===== config.mk =====
export PLATFORM = sky130hd
export DESIGN_NAME = sskt_ctrl
export DESIGN_NICKNAME = d
export VERILOG_FILES = /design/src/rtl/core/sskt_pkg.sv /design/src/rtl/core/sskt_ctrl.sv
export SDC_FILE = /design/constraint.sdc
export NUM_CORES = 1
export LEC_CHECK = 0
export BUFFER_PORTS_ARGS = -buffer_cell sky130_fd_sc_hd__buf_2
export CORE_AREA = 4 4 41 43
export CTS_CLUSTER_DIAMETER = 80
export DETAILED_ROUTE_END_ITERATION = 6
export DIE_AREA = 0 0 45 47
export SLEW_MARGIN = 20
export SYNTH_ARGS = -nofsm -noshare
export SYNTH_HDL_FRONTEND = slang
export SYNTH_SLANG_ARGS = --single-unit

===== constraint.sdc =====
create_clock -name clock -period 1.6 [get_ports clock]
set_input_delay 0.32 -clock clock [delete_from_list [all_inputs] [get_ports clock]]
set_output_delay 0.32 -clock clock [all_outputs]
set_load 0.02 [all_outputs]

===== src/rtl/core/sskt_pkg.sv =====
`timescale 1ns / 1ps
// shared types and constants for the sparse-set keyed table
package sskt_pkg;

   localparam int KEYS      = 1024;
   localparam int KEY_W     = 10;
   localparam int CMD_W     = 3;
   localparam int DATA_W    = 32;
   localparam int MEMBERS_W = 11;
   localparam int IDX_W     = (KEYS > 1) ? $clog2(KEYS) : 1;
   localparam int TOP_W     = IDX_W + 1;
   localparam int SLOT_W    = KEY_W + 1;

   localparam logic signed [DATA_W-1:0] DATA_ABSENT = -1;

   typedef enum logic [CMD_W-1:0] {
      CMD_INSERT    = 3'd0,
      CMD_REMOVE    = 3'd1,
      CMD_CLEAR_ALL = 3'd2,
      CMD_COUNT     = 3'd3,
      CMD_QUERY     = 3'd4
   } cmd_type;

   typedef enum logic [1:0] {
      ST_SWEEP,
      ST_IDLE,
      ST_READ_SLOT,
      ST_DECIDE
   } state_type;

   typedef struct packed {
      logic capture;
      logic read_slot;
      logic commit;
      logic sweep_step;
   } ctrl_cmd_type;

   typedef struct packed {
      logic sweep_last;
   } ctrl_status_type;

endpackage


===== src/rtl/core/sskt_ctrl.sv =====
`timescale 1ns / 1ps
// controller state machine: sweep after reset, lookup sequencing, result hand-off
module sskt_ctrl (
   input  logic                      clock,
   input  logic                      reset,
   input  logic                      req_valid,
   output logic                      req_stall,
   output logic                      rsp_valid,
   input  logic                      rsp_stall,
   input  sskt_pkg::ctrl_status_type status,
   output sskt_pkg::ctrl_cmd_type    cmd
);

   import sskt_pkg::*;

   state_type state_ff, state_in;
   logic      rsp_valid_ff, rsp_valid_in;
   logic      out_free;

   assign out_free = !rsp_valid_ff || !rsp_stall;

   always_comb begin
      state_in = state_ff;
      unique case (state_ff)
         ST_SWEEP: begin
            if (status.sweep_last) begin
               state_in = ST_IDLE;
            end
         end
         ST_IDLE: begin
            if (req_valid) begin
               state_in = ST_READ_SLOT;
            end
         end
         ST_READ_SLOT: begin
            state_in = ST_DECIDE;
         end
         ST_DECIDE: begin
            if (out_free) begin
               state_in = ST_IDLE;
            end
         end
         default: begin
            state_in = ST_SWEEP;
         end
      endcase
   end

   always_comb begin
      cmd       = '0;
      req_stall = 1'b1;
      unique case (state_ff)
         ST_SWEEP: begin
            cmd.sweep_step = 1'b1;
         end
         ST_IDLE: begin
            req_stall   = 1'b0;
            cmd.capture = req_valid;
         end
         ST_READ_SLOT: begin
            cmd.read_slot = 1'b1;
         end
         ST_DECIDE: begin
            cmd.commit = out_free;
         end
         default: begin
            cmd = '0;
         end
      endcase
   end

   assign rsp_valid_in = cmd.commit || (rsp_valid_ff && rsp_stall);

   always_ff @(posedge clock) begin
      if (reset) begin
         state_ff     <= ST_SWEEP;
         rsp_valid_ff <= 1'b0;
      end else begin
         state_ff     <= state_in;
         rsp_valid_ff <= rsp_valid_in;
      end
   end

   assign rsp_valid = rsp_valid_ff;

endmodule


# After elaboration in Yosys (flattened, before gate mapping)
# Cells that the tools add are included.
totals:
  ff_bits: 3
  latch_bits: 0
  mem_bits_rw: 0
  rom_bits: 0
  input_bits: 5
  mem_count: 0
op_classes:
  add_sub_neg: 0
  mul: 0
  n_div: 0
  n_lt_le_gt_ge: 0
  n_eq_ne: 6
  n_shift: 0
  muxes: 9
  n_bitwise: 0
  n_reduce_logical: 7
op_table:
  columns: ["op", "n"]
  rows:
  - ["2-bit case mux with 4 select lines", 1]
  - ["2-bit 2-to-1 mux", 3]
  - ["2-bit != test (second input constant)", 3]
  - ["1-bit 2-to-1 mux", 5]
  - ["2-bit equality test (second input constant)", 2]
  - ["3-bit AND reduction", 1]
  - ["2-bit by 1-bit equality test with 1-bit output (second input constant)", 1]
  - ["1-bit logical NOT", 2]
  - ["2-bit logical NOT", 1]
  - ["1-bit logical OR", 2]
  - ["1-bit logical AND", 1]

# Logic depth before layout (Yosys ltp)
logic_depth:
  depth_word: 4
  depth_mapped: 5
  mapped_depth_nobuf: 5

# Worst setup path after synthesis
# OpenSTA, ideal clock, no wires.
synth_timing:
  path_kind: "flip-flop to flip-flop"
  start: "reg state_ff[0]"
  end: "reg state_ff[0]"
  setup_ns: 0.121
  arrival_time_ns: 1.320
  slack_ns: 0.159
  path_stages_with_launch: 6
  n_path_buf: 0
  synth_period_minus_slack_ns: 1.441
  path_cell_list: "dfxtp_1 > inv_1 > ha_1 > inv_1 > o221a_4 > mux2_4"
synth_between:
  elab_chain_len: 3
  elab_cells_between_ends: 9
  classes_between: "eq/ne (6); mux (1); reduce/logical (2)"
synth_rtl:
  columns: ["element", "line_no", "source"]
  rows:
  - ["start, declared", "sskt_ctrl.sv:16", "state_type state_ff, state_in;"]
  - ["start signal, assigned", "sskt_ctrl.sv:79", "state_ff <= state_in;"]
  - ["2-bit equality test (tied with other cells)", "sskt_ctrl.sv:24", "unique case (state_ff)"]
  - ["2-bit != test (no source line)", null, null]
  - ["3-bit AND reduction (no source line)", null, null]
# Several ways; a longest one is shown, not always the timed one.
# A chain may end at the register's enable or synchronous reset.

==> summary.txt <==
Synthesis
  – Yosys top cell area share: 0.274
  – Synthesized cell area: 219 um2
  – Flops & latches, synth: 3
  – Synth Net Count: 32
  – Yosys Warn Count: 0
  – Cell taking the most area after synthesis: dfxtp_1
  – Sequential fraction of the synthesis area: 0.274
  – Mapped Cells: 23
  – Syn Area/Cell: 9.52 um2
  – Largest cells by area after synthesis: dfxtp_1, ha_1, o221a_4, mux2_4, nand2b_1
  – Post-synth cell types: 13

Global routing
  – Initial antenna violation count: 0
  – Grt ovf: 0
  – Number of global-route vias before repair: 202
  – Largest net degree at the start of global routing: 6
  – Gr usage total: 0.0545
  – First-pass GRT wire length: 731 um

STA
  – Slew HR: 0.930
  – F_max: 0.667 GHz
  – Slew Viols, Final: 0
  – RSZ-0062 raised after global routing: false
  – Setup TNS: 0 ps
  – Tmin final: 1500 ps
  – Setup Viol. Count Final: 0
  – Slew of the pin with the lowest slew margin: 103 ps
  – Final Hold Viols: 0
  – Skew final: 0.977 ps
  – Tcrit/Tclk final: 0.938

Clock network
  – H-tree lvl count: 1
  – CTS Buf Count: 3
  – Max Root-Sink Buffers: 2
  – CTS Sinks: 3
  – Root Buffer: clkbuf_4
  – CTS tree: done
  – Clock slew seen by the registers of the worst setup and hold paths: 40 ps
  – Number of setup buffers added after CTS: 0
  – Worst-Skew Late Latency: 240 ps

Place
  – Dpl hpwl: 379 um
  – PortBufs: 10
  – Dpl cells: 48
  – Final RePlAce weighted congestion: 0.641

Critical path
  – CP max FO: 4
  – Worst EP required: 1280 ps
  – CP startpoint kind: flop
  – WP data arrival: 1180 ps
  – Worst Setup End Kind: output pin
  – FF-to-FF setup slack: 270 ps
  – Crit path kind: flop to output pin

Cells and area
  – Commonest non-fill, non-tap cell in the layout: buf_2
  – ANT cells: 0
  – Non-Filler Instances: 52
  – NumNets Final: 47
  – Share of cells above drive strength 1: 0.486
  – P&R area growth vs syn: 44.0%
  – Most frequent cells in the layout: buf_2, ha_1, inv_1, nor2_1, clkbuf_4

Pwr
  – Max rail drop VDD: 333 uV
  – Pwr dens: 1610 nW/um2
  – LEAKAGE: 0.000166 uW

Die
  – Core area: 1300 um2
  – Row count: 13
  – Ports: 11
  – Initial Util: 0.168
  – Width of the die: 45 um
  – Die Footprint: 2120 um2
  – Die Ht: 47 um

Worst hold path
  – Type of the most critical hold path: primary input to flop

Run
  – Max_cap viols: 0

Drt
  – Avg Vias per Cell: 3.79
  – Drt wl/cell: 9.15 um
  – Via Count: 197
  – TritonRoute pass-1 iters: 2
  – Initial DRC count: 2
  – ANT nets after route: 0
  – Detailed Route WL: 476 um
  – Post-route DRC: 0

Run status
  – Outcome: completed
-- sequential cells by signal, indices dropped and copies added (netlist names) --
register and count:
rsp_valid 1, state_ff 2
-- critical path: stages, from the launching register on --
cell and delay, ps:
dfxtp_2 350, inv_1 60, ha_1 210, and2_2 170
buf_2 150
-- cells in the mapped netlist --
| cell | instances |
|---|---|
| mux2_4 | 1 |
| and2_2 | 1 |
| dfxtp_1 | 3 |
| o221a_4 | 1 |
| nor2_1 | 3 |
| nand3_1 | 1 |
| nand2b_1 | 2 |
| a21oi_1 | 1 |
| mux2i_1 | 1 |
| ha_1 | 4 |
| a21boi_0 | 1 |
| inv_2 | 1 |
| inv_1 | 3 |
-- where the power goes --
group	internal, uW	leakage (uW)	total (uW)	switching, uW
Sequential	97.7	0.0000250	115	17.7
Clock	93.7	0.0000150	137	43.0
Combinational	112	0.000126	255	143
-- kinds of logic after synthesis --
logic type,Yosys count,synth area share
AND/OR/NAND/NOR,7,0.166
buffers and inverters,4,0.0686
adder cells (fa/ha/maj),4,0.229
AO/OA/AOI/OAI,3,0.149
flip-flops,3,0.274
multiplexers,2,0.114
-- routing by layer --
| layer | global-route usage | wire, um |
|---|---|---|
| met3 | 0.0383 | 64 |
| met4 | 0.0526 | 12 |
| met2 | 0.0847 | 209 |
| met1 | 0.0454 | 189 |
| met5 | 0 | 0 |
-- stage by stage --
stage                     hold slack (ps)   util  area [um2]  worst slack (ps)  total power [uW]
after floorplan                       392      -         219               159               313
after global placement                515  0.221         288               273               374
after detailed placement              526  0.221         288               247               375
after CTS                             299  0.241         314              17.9               519
after global routing                  328  0.242         315              31.1               548
final                                 299  0.242         315               100               507
-- worst paths after layout --
kind | start | end | depth (start not counted)
hold / removal | reset | rsp_valid$_SDFF_PP0_ | 2
hold reg to reg | state_ff[1]$_SDFFE_PP0P_ | state_ff[1]$_SDFFE_PP0P_ | 2
setup / recovery | state_ff[1]$_SDFFE_PP0P_ | cmd[3] | 4
setup reg to reg | state_ff[0]$_SDFFE_PP0P_ | state_ff[0]$_SDFFE_PP0P_ | 5
-- timing repair --
action | in CTS | in global routing
gates resized for setup | 0 | 1
hold buffers | 0 | 0
hold endpoints to repair | 0 | 0
setup endpoints to repair | 0 | 1
-- area by class of cell --
class,count,area (um2)
fill,157,986
multi-input combinational,16,144
tap,15,18.8
inverter,4,15.0
sequential,3,61.3
timing repair buffer,10,50.0
clock buffer,4,26.3
No activity file was read; power rests on OpenSTA's default activity.
